File: config.mk
export PLATFORM = sky130hd
export DESIGN_NAME = char_lcd_nibble_write_sequencer_unit_flat
export DESIGN_NICKNAME = d
export VERILOG_FILES = /design/src/sv/lcdseq_pkg.sv /design/src/sv/lcdseq_if.sv /design/src/sv/lcdseq_front.sv /design/src/sv/lcdseq_queue.sv /design/src/sv/lcdseq_back.sv /design/src/sv/char_lcd_nibble_write_sequencer_unit.sv /design/src/flat_wrapper.sv
export SDC_FILE = /design/constraint.sdc
export NUM_CORES = 1
export LEC_CHECK = 0
export BUFFER_PORTS_ARGS = -buffer_cell sky130_fd_sc_hd__buf_2
export CAP_MARGIN = 20
export CORE_MARGIN = 10
export CORE_UTILIZATION = 59
export CTS_BUF_LIST = sky130_fd_sc_hd__clkbuf_2 sky130_fd_sc_hd__clkbuf_4 sky130_fd_sc_hd__clkbuf_8
export CTS_CLUSTER_DIAMETER = 40
export DETAILED_ROUTE_END_ITERATION = 6
export HOLD_SLACK_MARGIN = 0.05
export PLACE_DENSITY = 0.85
export SETUP_SLACK_MARGIN = 0.02
export SKIP_CTS_REPAIR_TIMING = 1
export SYNTH_ARGS = -nofsm -noshare
export SYNTH_HDL_FRONTEND = slang
export SYNTH_SLANG_ARGS = --single-unit
File: constraint.sdc
create_clock -name clock -period 3.5 [get_ports clock]
set_clock_uncertainty 0.1 [all_clocks]
set_input_delay 0.175 -clock clock [delete_from_list [all_inputs] [get_ports clock]]
set_output_delay 0.175 -clock clock [all_outputs]
set_load 0.02 [all_outputs]
File: src/sv/lcdseq_pkg.sv
package lcdseq_pkg;

   localparam int TICK_WIDTH = 24;
   localparam int INIT_COUNT = 7;
   localparam int INIT_INDEX_WIDTH = 3;

   // register indexes on the csr port
   localparam logic CSR_ENABLE_PULSE = 1'b0;
   localparam logic CSR_SETTLE       = 1'b1;

   // operation codes of a request word
   typedef enum logic [1:0] {
      OP_COMMAND = 2'd0,
      OP_DATA    = 2'd1,
      OP_GOTO    = 2'd2,
      OP_INIT    = 2'd3
   } operation_type;

   // one classified request, as it waits in the queue
   typedef struct packed {
      logic       is_init;
      logic       reg_select;
      logic [7:0] byte_value;
   } entry_type;

   // phase hold times from the csr registers
   typedef struct packed {
      logic [TICK_WIDTH-1:0] enable_pulse_ticks;
      logic [TICK_WIDTH-1:0] settle_ticks;
   } timing_type;

   // power-up command sequence
   function automatic logic [7:0] init_command(input logic [INIT_INDEX_WIDTH-1:0] index);
      logic [7:0] value;
      unique case (index)
         3'd0:    value = 8'h33;
         3'd1:    value = 8'h32;
         3'd2:    value = 8'h28;
         3'd3:    value = 8'h0C;
         3'd4:    value = 8'h01;
         3'd5:    value = 8'h06;
         3'd6:    value = 8'h02;
         default: value = 8'h02;
      endcase
      return value;
   endfunction

endpackage

File: src/sv/lcdseq_if.sv
// request channel
interface lcdseq_req_if;
   logic       valid;
   logic       ready;
   logic [1:0] operation;
   logic [7:0] byte_value;
   logic       row;
   logic [5:0] column;

   modport source (output valid, output operation, output byte_value, output row,
                   output column, input ready);
   modport sink (input valid, input operation, input byte_value, input row,
                 input column, output ready);
endinterface

// response channel, one word per pin phase
interface lcdseq_rsp_if;
   logic        valid;
   logic        ready;
   logic        reg_select;
   logic        enable_level;
   logic [3:0]  data_nibble;
   logic [23:0] hold_ticks;
   logic        last;

   modport source (output valid, output reg_select, output enable_level,
                   output data_nibble, output hold_ticks, output last, input ready);
   modport sink (input valid, input reg_select, input enable_level,
                 input data_nibble, input hold_ticks, input last, output ready);
endinterface

File: src/sv/lcdseq_front.sv
module lcdseq_front (
   input  logic                  clock,
   input  logic                  reset,
   lcdseq_req_if.sink            req,
   output logic                  push_valid,
   input  logic                  push_ready,
   output lcdseq_pkg::entry_type push_entry
);
   import lcdseq_pkg::*;

   logic      valid_ff;
   entry_type entry_ff;
   entry_type entry_in;

   // classify the request word
   always_comb begin
      entry_in = '0;
      unique case (operation_type'(req.operation))
         OP_COMMAND: begin
            entry_in.reg_select = 1'b0;
            entry_in.byte_value = req.byte_value;
         end
         OP_DATA: begin
            entry_in.reg_select = 1'b1;
            entry_in.byte_value = req.byte_value;
         end
         OP_GOTO: begin
            // row base 0x80 or 0xc0, column fits below bit 6
            entry_in.reg_select = 1'b0;
            entry_in.byte_value = {1'b1, req.row, req.column};
         end
         OP_INIT: begin
            entry_in.is_init = 1'b1;
         end
         default: entry_in = '0;
      endcase
   end

   assign req.ready  = !valid_ff || push_ready;
   assign push_valid = valid_ff;
   assign push_entry = entry_ff;

   // one-entry holding register in front of the queue
   always_ff @(posedge clock) begin
      if (reset) begin
         valid_ff <= 1'b0;
      end else if (req.valid && req.ready) begin
         valid_ff <= 1'b1;
         entry_ff <= entry_in;
      end else if (push_ready) begin
         valid_ff <= 1'b0;
      end
   end

endmodule

File: src/sv/lcdseq_queue.sv
module lcdseq_queue #(
   parameter int DEPTH = 4
) (
   input  logic                  clock,
   input  logic                  reset,
   input  logic                  push_valid,
   output logic                  push_ready,
   input  lcdseq_pkg::entry_type push_entry,
   output logic                  pop_valid,
   input  logic                  pop_ready,
   output lcdseq_pkg::entry_type pop_entry
);
   import lcdseq_pkg::*;

   localparam int PTR_WIDTH   = $clog2(DEPTH);
   localparam int COUNT_WIDTH = $clog2(DEPTH + 1);
   localparam logic [PTR_WIDTH-1:0]   LAST_PTR   = PTR_WIDTH'(DEPTH - 1);
   localparam logic [COUNT_WIDTH-1:0] FULL_COUNT = COUNT_WIDTH'(DEPTH);

   entry_type                storage_ff [DEPTH];
   logic [PTR_WIDTH-1:0]     wr_ptr_ff;
   logic [PTR_WIDTH-1:0]     rd_ptr_ff;
   logic [COUNT_WIDTH-1:0]   count_ff;
   logic                     do_push;
   logic                     do_pop;

   assign push_ready = count_ff != FULL_COUNT;
   assign pop_valid  = count_ff != '0;
   assign pop_entry  = storage_ff[rd_ptr_ff];
   assign do_push    = push_valid && push_ready;
   assign do_pop     = pop_valid && pop_ready;

   // entry storage
   always_ff @(posedge clock) begin
      if (do_push) begin
         storage_ff[wr_ptr_ff] <= push_entry;
      end
   end

   // pointers and fill count
   always_ff @(posedge clock) begin
      if (reset) begin
         wr_ptr_ff <= '0;
         rd_ptr_ff <= '0;
         count_ff  <= '0;
      end else begin
         if (do_push) begin
            wr_ptr_ff <= (wr_ptr_ff == LAST_PTR) ? '0 : wr_ptr_ff + 1'b1;
         end
         if (do_pop) begin
            rd_ptr_ff <= (rd_ptr_ff == LAST_PTR) ? '0 : rd_ptr_ff + 1'b1;
         end
         if (do_push && !do_pop) begin
            count_ff <= count_ff + 1'b1;
         end else if (do_pop && !do_push) begin
            count_ff <= count_ff - 1'b1;
         end
      end
   end

endmodule

File: src/sv/lcdseq_back.sv
module lcdseq_back (
   input  logic                   clock,
   input  logic                   reset,
   input  lcdseq_pkg::timing_type timing,
   input  logic                   pop_valid,
   output logic                   pop_ready,
   input  lcdseq_pkg::entry_type  pop_entry,
   lcdseq_rsp_if.source           rsp
);
   import lcdseq_pkg::*;

   typedef enum logic [2:0] {
      PH_HI_SETUP,
      PH_HI_PULSE,
      PH_LO_SETUP,
      PH_LO_PULSE,
      PH_SETTLE
   } phase_type;

   phase_type                   phase_ff;
   logic                        busy_ff;
   entry_type                   entry_ff;
   logic [INIT_INDEX_WIDTH-1:0] index_ff;
   logic                        out_valid_ff;
   logic                        out_rs_ff;
   logic                        out_e_ff;
   logic [3:0]                  out_nibble_ff;
   logic [TICK_WIDTH-1:0]       out_hold_ff;
   logic                        out_last_ff;

   logic [7:0]                  cur_byte;
   logic                        final_byte;
   logic                        advance;
   logic                        last_step;
   logic                        out_e_in;
   logic [3:0]                  out_nibble_in;
   logic [TICK_WIDTH-1:0]       out_hold_in;

   // byte under way and whether it closes the request
   assign cur_byte   = entry_ff.is_init ? init_command(index_ff) : entry_ff.byte_value;
   assign final_byte = !entry_ff.is_init ||
                       (index_ff == INIT_INDEX_WIDTH'(INIT_COUNT - 1));
   assign advance    = busy_ff && (!out_valid_ff || rsp.ready);
   assign last_step  = (phase_ff == PH_SETTLE) && final_byte;
   assign pop_ready  = !busy_ff || (advance && last_step);

   // pin levels of the current phase
   always_comb begin
      unique case (phase_ff)
         PH_HI_SETUP: begin
            out_e_in = 1'b0; out_nibble_in = cur_byte[7:4]; out_hold_in = '0;
         end
         PH_HI_PULSE: begin
            out_e_in = 1'b1; out_nibble_in = cur_byte[7:4];
            out_hold_in = timing.enable_pulse_ticks;
         end
         PH_LO_SETUP: begin
            out_e_in = 1'b0; out_nibble_in = cur_byte[3:0]; out_hold_in = '0;
         end
         PH_LO_PULSE: begin
            out_e_in = 1'b1; out_nibble_in = cur_byte[3:0];
            out_hold_in = timing.enable_pulse_ticks;
         end
         PH_SETTLE: begin
            out_e_in = 1'b0; out_nibble_in = cur_byte[3:0];
            out_hold_in = timing.settle_ticks;
         end
         default: begin
            out_e_in = 1'b0; out_nibble_in = '0; out_hold_in = '0;
         end
      endcase
   end

   // phase sequencer with registered response word
   always_ff @(posedge clock) begin
      if (reset) begin
         busy_ff      <= 1'b0;
         out_valid_ff <= 1'b0;
         phase_ff     <= PH_HI_SETUP;
         index_ff     <= '0;
      end else begin
         // response word register
         if (advance) begin
            out_valid_ff  <= 1'b1;
            out_rs_ff     <= entry_ff.reg_select;
            out_e_ff      <= out_e_in;
            out_nibble_ff <= out_nibble_in;
            out_hold_ff   <= out_hold_in;
            out_last_ff   <= last_step;
         end else if (out_valid_ff && rsp.ready) begin
            out_valid_ff <= 1'b0;
         end
         // take the next queued request, else step through the phases
         if (pop_valid && pop_ready) begin
            entry_ff <= pop_entry;
            busy_ff  <= 1'b1;
            index_ff <= '0;
            phase_ff <= PH_HI_SETUP;
         end else if (advance) begin
            unique case (phase_ff)
               PH_HI_SETUP: phase_ff <= PH_HI_PULSE;
               PH_HI_PULSE: phase_ff <= PH_LO_SETUP;
               PH_LO_SETUP: phase_ff <= PH_LO_PULSE;
               PH_LO_PULSE: phase_ff <= PH_SETTLE;
               PH_SETTLE: begin
                  phase_ff <= PH_HI_SETUP;
                  if (final_byte) begin
                     busy_ff <= 1'b0;
                  end else begin
                     index_ff <= index_ff + 1'b1;
                  end
               end
               default: phase_ff <= PH_HI_SETUP;
            endcase
         end
      end
   end

   assign rsp.valid        = out_valid_ff;
   assign rsp.reg_select   = out_rs_ff;
   assign rsp.enable_level = out_e_ff;
   assign rsp.data_nibble  = out_nibble_ff;
   assign rsp.hold_ticks   = out_hold_ff;
   assign rsp.last         = out_last_ff;

endmodule

File: src/sv/char_lcd_nibble_write_sequencer_unit.sv
// a taken request word passes the front holding register, the queue and the
// sequencer's entry register before its first phase word is registered; phase words
// follow one per cycle unless rsp.ready stalls, 5 per command, data or go-to request
// and 35 per init request; a small queue between classifier and sequencer lets the
// request side run ahead; reset (synchronous, active high) empties the queue and the
// sequencer and restores enable_pulse_ticks to 50000 and settle_ticks to 250000
module char_lcd_nibble_write_sequencer_unit #(
   parameter int QUEUE_DEPTH = 4
) (
   input  logic        clock,
   input  logic        reset,
   lcdseq_req_if.sink  req,
   lcdseq_rsp_if.source rsp,
   input  logic        csr_write_enable,
   input  logic        csr_index,
   input  logic [23:0] csr_write_data
);
   import lcdseq_pkg::*;

   logic [TICK_WIDTH-1:0] enable_pulse_ticks_ff;
   logic [TICK_WIDTH-1:0] settle_ticks_ff;
   timing_type            timing;
   logic                  push_valid;
   logic                  push_ready;
   entry_type             push_entry;
   logic                  pop_valid;
   logic                  pop_ready;
   entry_type             pop_entry;

   // csr registers
   always_ff @(posedge clock) begin
      if (reset) begin
         enable_pulse_ticks_ff <= TICK_WIDTH'(50000);
         settle_ticks_ff       <= TICK_WIDTH'(250000);
      end else if (csr_write_enable) begin
         unique case (csr_index)
            CSR_ENABLE_PULSE: enable_pulse_ticks_ff <= csr_write_data;
            CSR_SETTLE:       settle_ticks_ff       <= csr_write_data;
            default:          enable_pulse_ticks_ff <= enable_pulse_ticks_ff;
         endcase
      end
   end

   assign timing.enable_pulse_ticks = enable_pulse_ticks_ff;
   assign timing.settle_ticks       = settle_ticks_ff;

   lcdseq_front u_front (
      .clock      (clock),
      .reset      (reset),
      .req        (req),
      .push_valid (push_valid),
      .push_ready (push_ready),
      .push_entry (push_entry)
   );

   lcdseq_queue #(
      .DEPTH (QUEUE_DEPTH)
   ) u_queue (
      .clock      (clock),
      .reset      (reset),
      .push_valid (push_valid),
      .push_ready (push_ready),
      .push_entry (push_entry),
      .pop_valid  (pop_valid),
      .pop_ready  (pop_ready),
      .pop_entry  (pop_entry)
   );

   lcdseq_back u_back (
      .clock     (clock),
      .reset     (reset),
      .timing    (timing),
      .pop_valid (pop_valid),
      .pop_ready (pop_ready),
      .pop_entry (pop_entry),
      .rsp       (rsp)
   );

endmodule
File: src/flat_wrapper.sv
// flat-port wrapper written by rule: the top's interface ports become plain ports
module char_lcd_nibble_write_sequencer_unit_flat import lcdseq_pkg::*;
#(
   parameter int QUEUE_DEPTH = 4
)
  (clock, reset, csr_write_enable, csr_index, csr_write_data, req_valid, req_operation, req_byte_value, req_row, req_column, req_ready, rsp_valid, rsp_reg_select, rsp_enable_level, rsp_data_nibble, rsp_hold_ticks, rsp_last, rsp_ready);
  lcdseq_req_if req_i ();
  lcdseq_rsp_if rsp_i ();
  input  logic clock;
  input  logic reset;
  input  logic csr_write_enable;
  input  logic csr_index;
  input  logic [23:0] csr_write_data;
  input wire logic [$bits(req_i.valid)-1:0] req_valid;
  input wire logic [$bits(req_i.operation)-1:0] req_operation;
  input wire logic [$bits(req_i.byte_value)-1:0] req_byte_value;
  input wire logic [$bits(req_i.row)-1:0] req_row;
  input wire logic [$bits(req_i.column)-1:0] req_column;
  output wire logic [$bits(req_i.ready)-1:0] req_ready;
  output wire logic [$bits(rsp_i.valid)-1:0] rsp_valid;
  output wire logic [$bits(rsp_i.reg_select)-1:0] rsp_reg_select;
  output wire logic [$bits(rsp_i.enable_level)-1:0] rsp_enable_level;
  output wire logic [$bits(rsp_i.data_nibble)-1:0] rsp_data_nibble;
  output wire logic [$bits(rsp_i.hold_ticks)-1:0] rsp_hold_ticks;
  output wire logic [$bits(rsp_i.last)-1:0] rsp_last;
  input wire logic [$bits(rsp_i.ready)-1:0] rsp_ready;
  assign req_i.valid = req_valid;
  assign req_i.operation = req_operation;
  assign req_i.byte_value = req_byte_value;
  assign req_i.row = req_row;
  assign req_i.column = req_column;
  assign req_ready = req_i.ready;
  assign rsp_valid = rsp_i.valid;
  assign rsp_reg_select = rsp_i.reg_select;
  assign rsp_enable_level = rsp_i.enable_level;
  assign rsp_data_nibble = rsp_i.data_nibble;
  assign rsp_hold_ticks = rsp_i.hold_ticks;
  assign rsp_last = rsp_i.last;
  assign rsp_i.ready = rsp_ready;
  char_lcd_nibble_write_sequencer_unit #(.QUEUE_DEPTH(QUEUE_DEPTH)) u_core (.clock(clock), .reset(reset), .req(req_i), .rsp(rsp_i), .csr_write_enable(csr_write_enable), .csr_index(csr_index), .csr_write_data(csr_write_data));
endmodule
==> results of run 1 <==
## layer usage
metal | GRT usage [%] | part of all wire (%) | wire length (um) | up-vias
li1 | - | - | - | 2007
met1 | 19.01 | 39 | 5037 | 2023
met2 | 26.69 | 52 | 6692 | 178
met3 | 4.857 | 6.6 | 852 | 32
met4 | 8.048 | 2.8 | 359 | 0
met5 | 0 | 0 | 0 | -
## final cells by class
cell class	count	area share (%)
Sequential cell	155	54.13
Multi-Input combinational cell	293	25.80
Timing Repair Buffer	130	12.12
Clock buffer	20	3.459
Tap cell	136	2.295
Clock inverter	12	1.519
Inverter	12	0.6412
Antenna cell	1	0.03375
## through the flow
stage / utilization, % / area [um2] / setup WS (ps) / hold WS (ps) / cells
detailed placement: 64.58 / 6578 / 632.8 / 301.3 / 680
floorplan: - / 6086 / 793.0 / 151.0 / 488
CTS: 68.21 / 6947 / 612.4 / -168.3 / 712
global placement: 64.58 / 6578 / 762.2 / 299.5 / 680
finish: 72.80 / 7415 / 609.4 / 173.1 / 759
global route: 72.80 / 7415 / 459.3 / 170.3 / 759
## flip-flops by register name, summed over array words and instances, names as in the netlist, 2 cells and up
register / flops
u_core.enable_pulse_ticks_ff: 24
u_core.settle_ticks_ff: 24
u_core.u_queue.wr_ptr_ff: 2
u_core.u_back.rsp.hold_ticks: 24
u_core.u_back.rsp.data_nibble: 4
u_core.u_back.phase_ff: 3
u_core.u_queue.rd_ptr_ff: 2
u_core.u_back.entry_ff: 10
u_core.u_back.index_ff: 3
u_core.u_front.push_entry: 10
u_core.u_queue.count_ff: 3
u_core.u_queue.storage_ff: 40
## worst paths after layout
path                            slack (ps)                               end  cells after the start
worst min register to register         330      u_core.u_back.rsp.reg_select                      0
worst min-delay path                   170  u_core.enable_pulse_ticks_ff[19]                      4
worst max-delay path                   610        u_core.u_queue.count_ff[2]                     12
worst max register to register         610        u_core.u_queue.count_ff[2]                     12
## logic make-up after synthesis
kind of cell / count (synthesis)
fa+ha+maj: 12
xor+xnor: 3
flops: 155
mux: 14
buf+inv: 40
compound gates: 93
simple gates: 171
## layout by cell type (no fill, tap or decap), types with 5 or more instances in the layout
master / n
buf_4: 5
nor3_1: 9
nand2_1: 100
a22o_1: 31
buf_2: 79
clkbuf_8: 17
nand3b_1: 13
dfxtp_1: 64
a21oi_1: 40
nor2_1: 18
dlygate4sd3_1: 45
ha_1: 11
inv_1: 10
edfxtp_1: 91
mux4_2: 10
nor2b_1: 5
and2_1: 6
## power by group
part / switching [mW] / leakage, nW / internal (mW) / total, mW
clock: 0.647 / 0.192 / 0.595 / 1.24
combinational: 0.471 / 1.26 / 0.371 / 0.842
sequential: 0.153 / 1.37 / 2.17 / 2.32
total: 1.27 / 2.82 / 3.13 / 4.40
## worst register-to-register path: stages (launching register included)
cell,delay (ps)
dfxtp_1,370
inv_1,90
ha_1,250
a21boi_1,370
o31ai_4,110
and2_4,220
inv_4,70
ha_1,170
inv_1,60
fa_1,370
xor2_1,180
or3_1,310
a21oi_1,150
==> run summary, run 1 <==
Async SR Flop Fraction - 0%
Post-Route WL - 12.94 mm
CP top delay family - adder cells
Final Power - 4.402 mW
Rows - 37
worst rel slew slack - 28.72%
DP HPWL - 7.903 mm
CP Max Fanout - 9
Area growth, synth to finish - 21.83%
Worst R2R Start - u_core.u_back.index_ff[0]
RePlAce Congestion - 0.8019
HP Class - in -> reg
Synth Area in Compound Gates - 10.71%
synthesized cell area - 0.006086 mm2
Worst path max stage delay - 370 ps
Critical Path AT - 3140 ps
initial core utilization - 59.75%
crit path cell chain - inv_1 -> ha_1 -> a21boi_1 -> o31ai_4 -> and2_4 -> inv_4 -> ha_1 -> inv_1 -> fa_1 -> xor2_1 -> or3_1 -> a21oi_1
multi-input combinational cell area - 0.001913 mm2
reported max-cap violation count - 0
synth unique cells - 48
vias in the first global route - 4,072
Yosys reg bits - 155
number of nets in the layout - 668
CTS tree - yes
number of flops mapped to enable cells by yosys - 91
CP Buf/Inv Count - 3
clk_lat worst skew - 430 ps
Clock Path Buffers - 2
Seq. cell area - 0.004014 mm2
setup violators final - 0
run status - finished, final reports clean
Final ANT Viol Nets - 0
Core Region - 0.01018 mm2
Synth top area share - 44.90%
gr ovfl total - 0
initial antenna violation count - 1
GR Util All Layers - 16.21%
die area - 0.01478 mm2
DRC viols - 0
Tmin final - 2891 ps
IO Pins - 80
Worst Tran Pin Value - 1069 ps
vias per cell - 5.586
CP required - 3750 ps
clk root buf - clkbuf_8
first-pass GRT wire length - 19.17 mm
Filler cells - 645
port bufs - 79
synthesized instance count - 488
Final Hold Vio Count - 0
DR iter-0 viols - 362
clk sink count - 155
Final Slew Violations - 0
synth top area cells - edfxtp_1 (45%), dfxtp_1 (21%), nand2_1 (6.2%)
share of cells above drive strength 1 - 21.86%
RSZ-0062 raised after global routing - no
Vias - 4,240
CP Class - reg -> reg
TritonCTS Buffers - 17
Clock Pin Slew Worst Setup and Hold Paths - 90 ps
wire per inst - 17.05 um
H-tree depth - 4
top-count cell post-synth - nand2_1
synth cell count leaders - nand2_1 (100), edfxtp_1 (91), dfxtp_1 (64), a21oi_1 (40), a22o_1 (31)
synth warn - 0
post-synth top area cell - edfxtp_1
power per cell area - 593.7 mW/mm2
Post-Syn Area per Cell - 12.47 um2
worst hold start - csr_write_enable
First-pass DRT Iterations - 5
LEAKAGE - 2.821 nW
Top FF cell, synth - edfxtp_1
Critical Path Sink Type - register
largest family of logic cells by synthesized area - simple AND/OR/NAND/NOR gates
register area share after synthesis - 65.95%
Synth Area in Adders - 2.590%
slowest cell on the critical path - dfxtp_1
Setup TNS Final - 0 ps
CP Launch Type - register
Final period util - 82.59%
FMAX - 345.9 MHz
Simple-Gate Fraction of Synth Area - 13.12%
Synth Area in XOR/XNOR - 0.4317%
largest net degree at the start of global routing - 39
Peak VDD IR - 310.9 uV
CP startpoint - u_core.u_back.index_ff[0]
Die Height - 121.6 um
mux contribution to synthesized area - 4.359%
Die X - 121.6 um
syn_nets - 547
Power figures use the tool's default switching activity.
==> inputs of run 2 (changes only) <==
Settings changed: CORE_UTILIZATION 59 to 54, PLACE_DENSITY 0.85 to 0.82.
Clock period 3.5 ns to 2.6 ns, I/O delays scaled along.
==> run 2 against run 1 <==
Sequential share of layout area down 1.4 points; critical path depth did not move; design area rose by 2.8%; via count grew 2.1%; routed wire length rose by 4.8%.
==> run summary, run 2 (synthesis results as in run 1) <==
run status - finished, final reports clean (unchanged)
Area growth, synth to finish - 25.23% (was 21.83%)
initial core utilization - 55.65% (was 59.75%)
Vias - 4,328 (was 4,240)
GR Util All Layers - 15.30% (was 16.21%)
CP Launch Type - register (unchanged)
max FFs per register - 40 (unchanged)
Final Slew Violations - 0 (unchanged)
FMAX - 395.3 MHz (was 345.9 MHz)
DR iter-0 viols - 511 (was 362)
CTS tree - yes (unchanged)
die area - 0.01592 mm2 (was 0.01478 mm2)
Final WS setup - 70.13 ps (was 609.4 ps)
Die Height - 126.2 um (was 121.6 um)
RePlAce Congestion - 0.8105 (was 0.8019)
DRC viols - 0 (unchanged)
share of cells above drive strength 1 - 24.96% (was 21.86%)
initial antenna violation count - 0 (was 1)
Rows - 38 (was 37)
Core Region - 0.01094 mm2 (was 0.01018 mm2)
clk sink count - 155 (unchanged)
power per cell area - 828.0 mW/mm2 (was 593.7 mW/mm2)
Post-Route WL - 13.56 mm (was 12.94 mm)
Die X - 126.2 um (was 121.6 um)
Clock Pin Slew Worst Setup and Hold Paths - 80 ps (was 90 ps)
H-tree depth - 4 (unchanged)
reported max-cap violation count - 0 (unchanged)
HP Class - in -> reg (unchanged)
most frequent cells in the layout - nand2_1 (100), edfxtp_1 (91), buf_2 (79), dfxtp_1 (62), dlygate4sd3_1 (46) (was nand2_1 (100), edfxtp_1 (91), buf_2 (79), dfxtp_1 (64), dlygate4sd3_1 (45))
CP required - 2870 ps (was 3750 ps)
LEAKAGE - 2.924 nW (was 2.821 nW)
IO Pins - 80 (unchanged)
First-pass DRT Iterations - 5 (unchanged)
vias in the first global route - 4,097 (was 4,072)
vias per cell - 5.570 (was 5.586)
wire per inst - 17.45 um (was 17.05 um)
largest net degree at the start of global routing - 59 (was 39)
DP HPWL - 8.126 mm (was 7.903 mm)
Clock Path Buffers - 2 (unchanged)
clk_lat worst skew - 440 ps (was 430 ps)
Critical Path Sink Type - register (unchanged)
Critical Path AT - 2800 ps (was 3140 ps)
Tmin final - 2530 ps (was 2891 ps)
TritonCTS Buffers - 17 (unchanged)
# diodes - 0 (was 1)
clk root buf - clkbuf_8 (unchanged)
Setup TNS Final - 0 ps (unchanged)
first-pass GRT wire length - 20.02 mm (was 19.17 mm)
gr ovfl total - 0 (unchanged)
Worst Tran Pin Value - 1058 ps (was 1069 ps)
Final ANT Viol Nets - 0 (unchanged)
Final period util - 97.30% (was 82.59%)
port bufs - 79 (unchanged)
worst slack, placed - -81.14 ps (was 632.8 ps)
Final Hold Vio Count - 0 (unchanged)
largest register by flop count - u_core.u_queue.storage_ff (unchanged)
Hold WS - 31.54 ps (was 173.1 ps)
most common cell after layout, fill and taps aside - nand2_1 (unchanged)
CP Class - reg -> reg (unchanged)
CP Max Fanout - 4 (was 9)
Peak VDD IR - 432.6 uV (was 310.9 uV)
setup violators final - 0 (unchanged)
worst rel slew slack - 29.45% (was 28.72%)
number of nets in the layout - 683 (was 668)
==> run 2: cell count changes in the layout (fill, tap and decap cells not counted), moves of 2 or more <==
cell	before	now
buf_4	5	20
clkinv_4	2	5
inv_4	4	1
bufinv_16	1	3
dfxtp_1	64	62
dfxtp_2	0	2
ha_1	11	9
ha_4	0	2
inv_6	4	2
==> run 2: path summary, 6_finish.rpt <==
kind              cells past startpoint                      start  slack (ps)                              end
hold reg to reg                       0  u_core.u_back.entry_ff[8]         360     u_core.u_back.rsp.reg_select
setup reg to reg                     12  u_core.u_back.index_ff[0]          70       u_core.u_queue.count_ff[2]
setup / recovery                     12  u_core.u_back.index_ff[0]          70       u_core.u_queue.count_ff[2]
hold / removal                        4                  csr_index          30  u_core.enable_pulse_ticks_ff[3]
==> run 2: final cells by class <==
class / count / area (um2)
Clock buffer: 19 / 249.0
Clock inverter: 13 / 167.7
Fill cell: 694 / 3314
Inverter: 12 / 47.55
Multi-Input combinational cell: 293 / 1959
Sequential cell: 155 / 4016
Tap cell: 140 / 175.2
Timing Repair Buffer: 145 / 1006
==> run 2: critical path, stage by stage (launching register included) <==
cell and delay, ps:
dfxtp_2 350, inv_2 50, ha_4 160, a21boi_4 210
o31ai_4 120, and2_4 180, inv_4 70, ha_4 130
inv_1 50, fa_2 370, xor2_2 160, or3_4 390
a21oi_2 110
==> run 2: per-stage QoR <==
step                      cells  util (%)  total power [mW]  instance area [um2]
after floorplan             488         -             3.951                 6092
after global placement      693     60.79             4.243                 6648
after detailed placement    693     60.79             4.313                 6648
after CTS                   725     64.60             6.142                 7064
after global routing        777     69.69             6.574                 7621
final                       777     69.69             6.310                 7621
==> run 2: routing by layer <==
| layer | GRT usage (%) | part of all wire [%] | up-vias |
|---|---|---|---|
| li1 | - | - | 2032 |
| met1 | 18.94 | 40 | 2088 |
| met2 | 24.89 | 51 | 173 |
| met3 | 4.488 | 6.2 | 35 |
| met4 | 5.626 | 2.5 | 0 |
| met5 | 0 | 0 | - |
==> run 2: report_power, final <==
group          total [mW]  internal, mW  switching (mW)
Clock                1.86         0.978           0.883
Combinational        1.35         0.616           0.732
Sequential           3.10          2.91           0.186
==> inputs of run 3 (changes only) <==
Settings changed: MAX_ROUTING_LAYER from default to met4.
==> run 3 against run 2 <==
Via count fell by 0.46%; sequential power barely moved; routed wire length shrank 0.27%; critical path type unchanged.
==> run summary, run 3 (synthesis results as in run 1) <==
CTS tree - yes (unchanged)
share of cells above drive strength 1 - 24.96% (unchanged)
setup violators final - 0 (unchanged)
Rows - 38 (unchanged)
Final period util - 97.18% (was 97.30%)
LEAKAGE - 2.924 nW (unchanged)
Final Hold Vio Count - 0 (unchanged)
most common cell after layout, fill and taps aside - nand2_1 (unchanged)
Post-Route WL - 13.52 mm (was 13.56 mm)
Die X - 126.2 um (unchanged)
vias per cell - 5.544 (was 5.570)
Critical Path Sink Type - register (unchanged)
clk root buf - clkbuf_8 (unchanged)
CP required - 2870 ps (about the same)
Clock Pin Slew Worst Setup and Hold Paths - 80 ps (about the same)
Tmin final - 2527 ps (was 2530 ps)
Worst path max stage delay - 390 ps (about the same)
initial core utilization - 55.65% (unchanged)
IO Pins - 80 (unchanged)
wire per inst - 17.40 um (was 17.45 um)
largest register by flop count - u_core.u_queue.storage_ff (unchanged)
worst rel slew slack - 28.51% (was 29.45%)
DR iter-0 viols - 540 (was 511)
CP Max Fanout - 4 (unchanged)
first-pass GRT wire length - 20.00 mm (was 20.02 mm)
# diodes - 0 (unchanged)
vias in the first global route - 4,092 (was 4,097)
HP Class - in -> reg (unchanged)
H-tree depth - 4 (unchanged)
GR Util All Layers - 15.72% (was 15.30%)
CP Class - reg -> reg (unchanged)
Critical Path AT - 2800 ps (about the same)
DRC viols - 0 (unchanged)
Final Power - 6.311 mW (was 6.310 mW)
reported max-cap violation count - 0 (unchanged)
Vias - 4,308 (was 4,328)
max FFs per register - 40 (unchanged)
die area - 0.01592 mm2 (unchanged)
Worst Tran Pin Value - 1072 ps (was 1058 ps)
DP HPWL - 8.126 mm (unchanged)
Peak VDD IR - 434.4 uV (was 432.6 uV)
crit path cell chain - inv_2 -> ha_4 -> a21boi_4 -> o31ai_4 -> and2_4 -> inv_4 -> ha_4 -> inv_1 -> fa_2 -> xor2_2 -> or3_4 -> a21oi_2 (unchanged)
TritonCTS Buffers - 17 (unchanged)
reg2reg setup slack - 70 ps (about the same)
power per cell area - 828.1 mW/mm2 (was 828.0 mW/mm2)
Final Slew Violations - 0 (unchanged)
number of nets in the layout - 683 (unchanged)
final cell count without fillers - 777 (unchanged)
Final ANT Viol Nets - 0 (unchanged)
largest net degree at the start of global routing - 59 (unchanged)
Core Region - 0.01094 mm2 (unchanged)
gr ovfl total - 0 (unchanged)
Finished Core Util - 69.69% (unchanged)
RePlAce Congestion - 0.8224 (was 0.8105)
Setup TNS Final - 0 ps (unchanged)
port bufs - 79 (unchanged)
Die Height - 126.2 um (unchanged)
CP Launch Type - register (unchanged)
run status - finished, final reports clean (unchanged)
most frequent cells in the layout - nand2_1 (100), edfxtp_1 (91), buf_2 (79), dfxtp_1 (62), dlygate4sd3_1 (46) (unchanged)
most used cell along the critical path - ha_4 (unchanged)
placed insts - 693 (unchanged)
Hold WS - 35.28 ps (was 31.54 ps)
clk_lat worst skew - 440 ps (about the same)
Filler cells - 694 (unchanged)
clk sink count - 155 (unchanged)
initial antenna violation count - 0 (unchanged)
Clock Path Buffers - 2 (unchanged)
First-pass DRT Iterations - 5 (unchanged)
FMAX - 395.8 MHz (was 395.3 MHz)
slowest cell on the critical path - or3_4 (unchanged)
Area growth, synth to finish - 25.23% (unchanged)
-- run 3: cell counts in the layout (fill, tap and decap cells not counted) --
Identical to the previous run, type by type.
-- run 3: cell type report --
| cell class | instances | area (um2) | share of cell area (%) |
|---|---|---|---|
| inverters | 12 | 47.55 | 0.6239 |
| clock buffers | 19 | 249.0 | 3.267 |
| flip-flops and latches | 155 | 4016 | 52.70 |
| clock inverters | 13 | 167.7 | 2.200 |
| repair buffers | 145 | 1006 | 13.20 |
| well taps | 140 | 175.2 | 2.298 |
| multi-input cells | 293 | 1959 | 25.71 |
-- run 3: path summary, 6_finish.rpt --
check	start	to	depth (start not counted)
min	csr_index	u_core.enable_pulse_ticks_ff[3]	4
max	u_core.u_back.index_ff[0]	u_core.u_queue.count_ff[2]	12
min reg2reg	u_core.enable_pulse_ticks_ff[0]	u_core.enable_pulse_ticks_ff[0]	2
max reg2reg	u_core.u_back.index_ff[0]	u_core.u_queue.count_ff[2]	12
-- run 3: critical path, delay by kind of cell (launching register included) --
family	cells	cell delay [ps]
flops	1	340
fa+ha+maj	3	660
xor+xnor	1	160
simple gates	2	560
buf+inv	3	170
compound gates	3	440
-- run 3: per-stage QoR --
stage,cell area [um2],setup WS (ps)
2_1_floorplan,6092,22.02
3_3_place_gp,6648,82.04
4_1_cts,7064,-150.9
3_5_place_dp,6648,-81.14
6_report,7621,73.25
5_1_grt,7621,-8.562
-- run 3: report_power, final --
part / switching (mW) / total (mW) / leakage [nW] / internal (mW)
Combinational: 0.729 / 1.34 / 1.34 / 0.615
Clock: 0.888 / 1.87 / 0.209 / 0.978
Sequential: 0.186 / 3.10 / 1.37 / 2.91
Total: 1.80 / 6.31 / 2.92 / 4.51
-- run 3: per-layer routing --
layer	routed length, um	global-route usage, %
met1	5494	19.21
met2	6931	24.89
met3	769	3.943
met4	327	5.626
met5	0	-
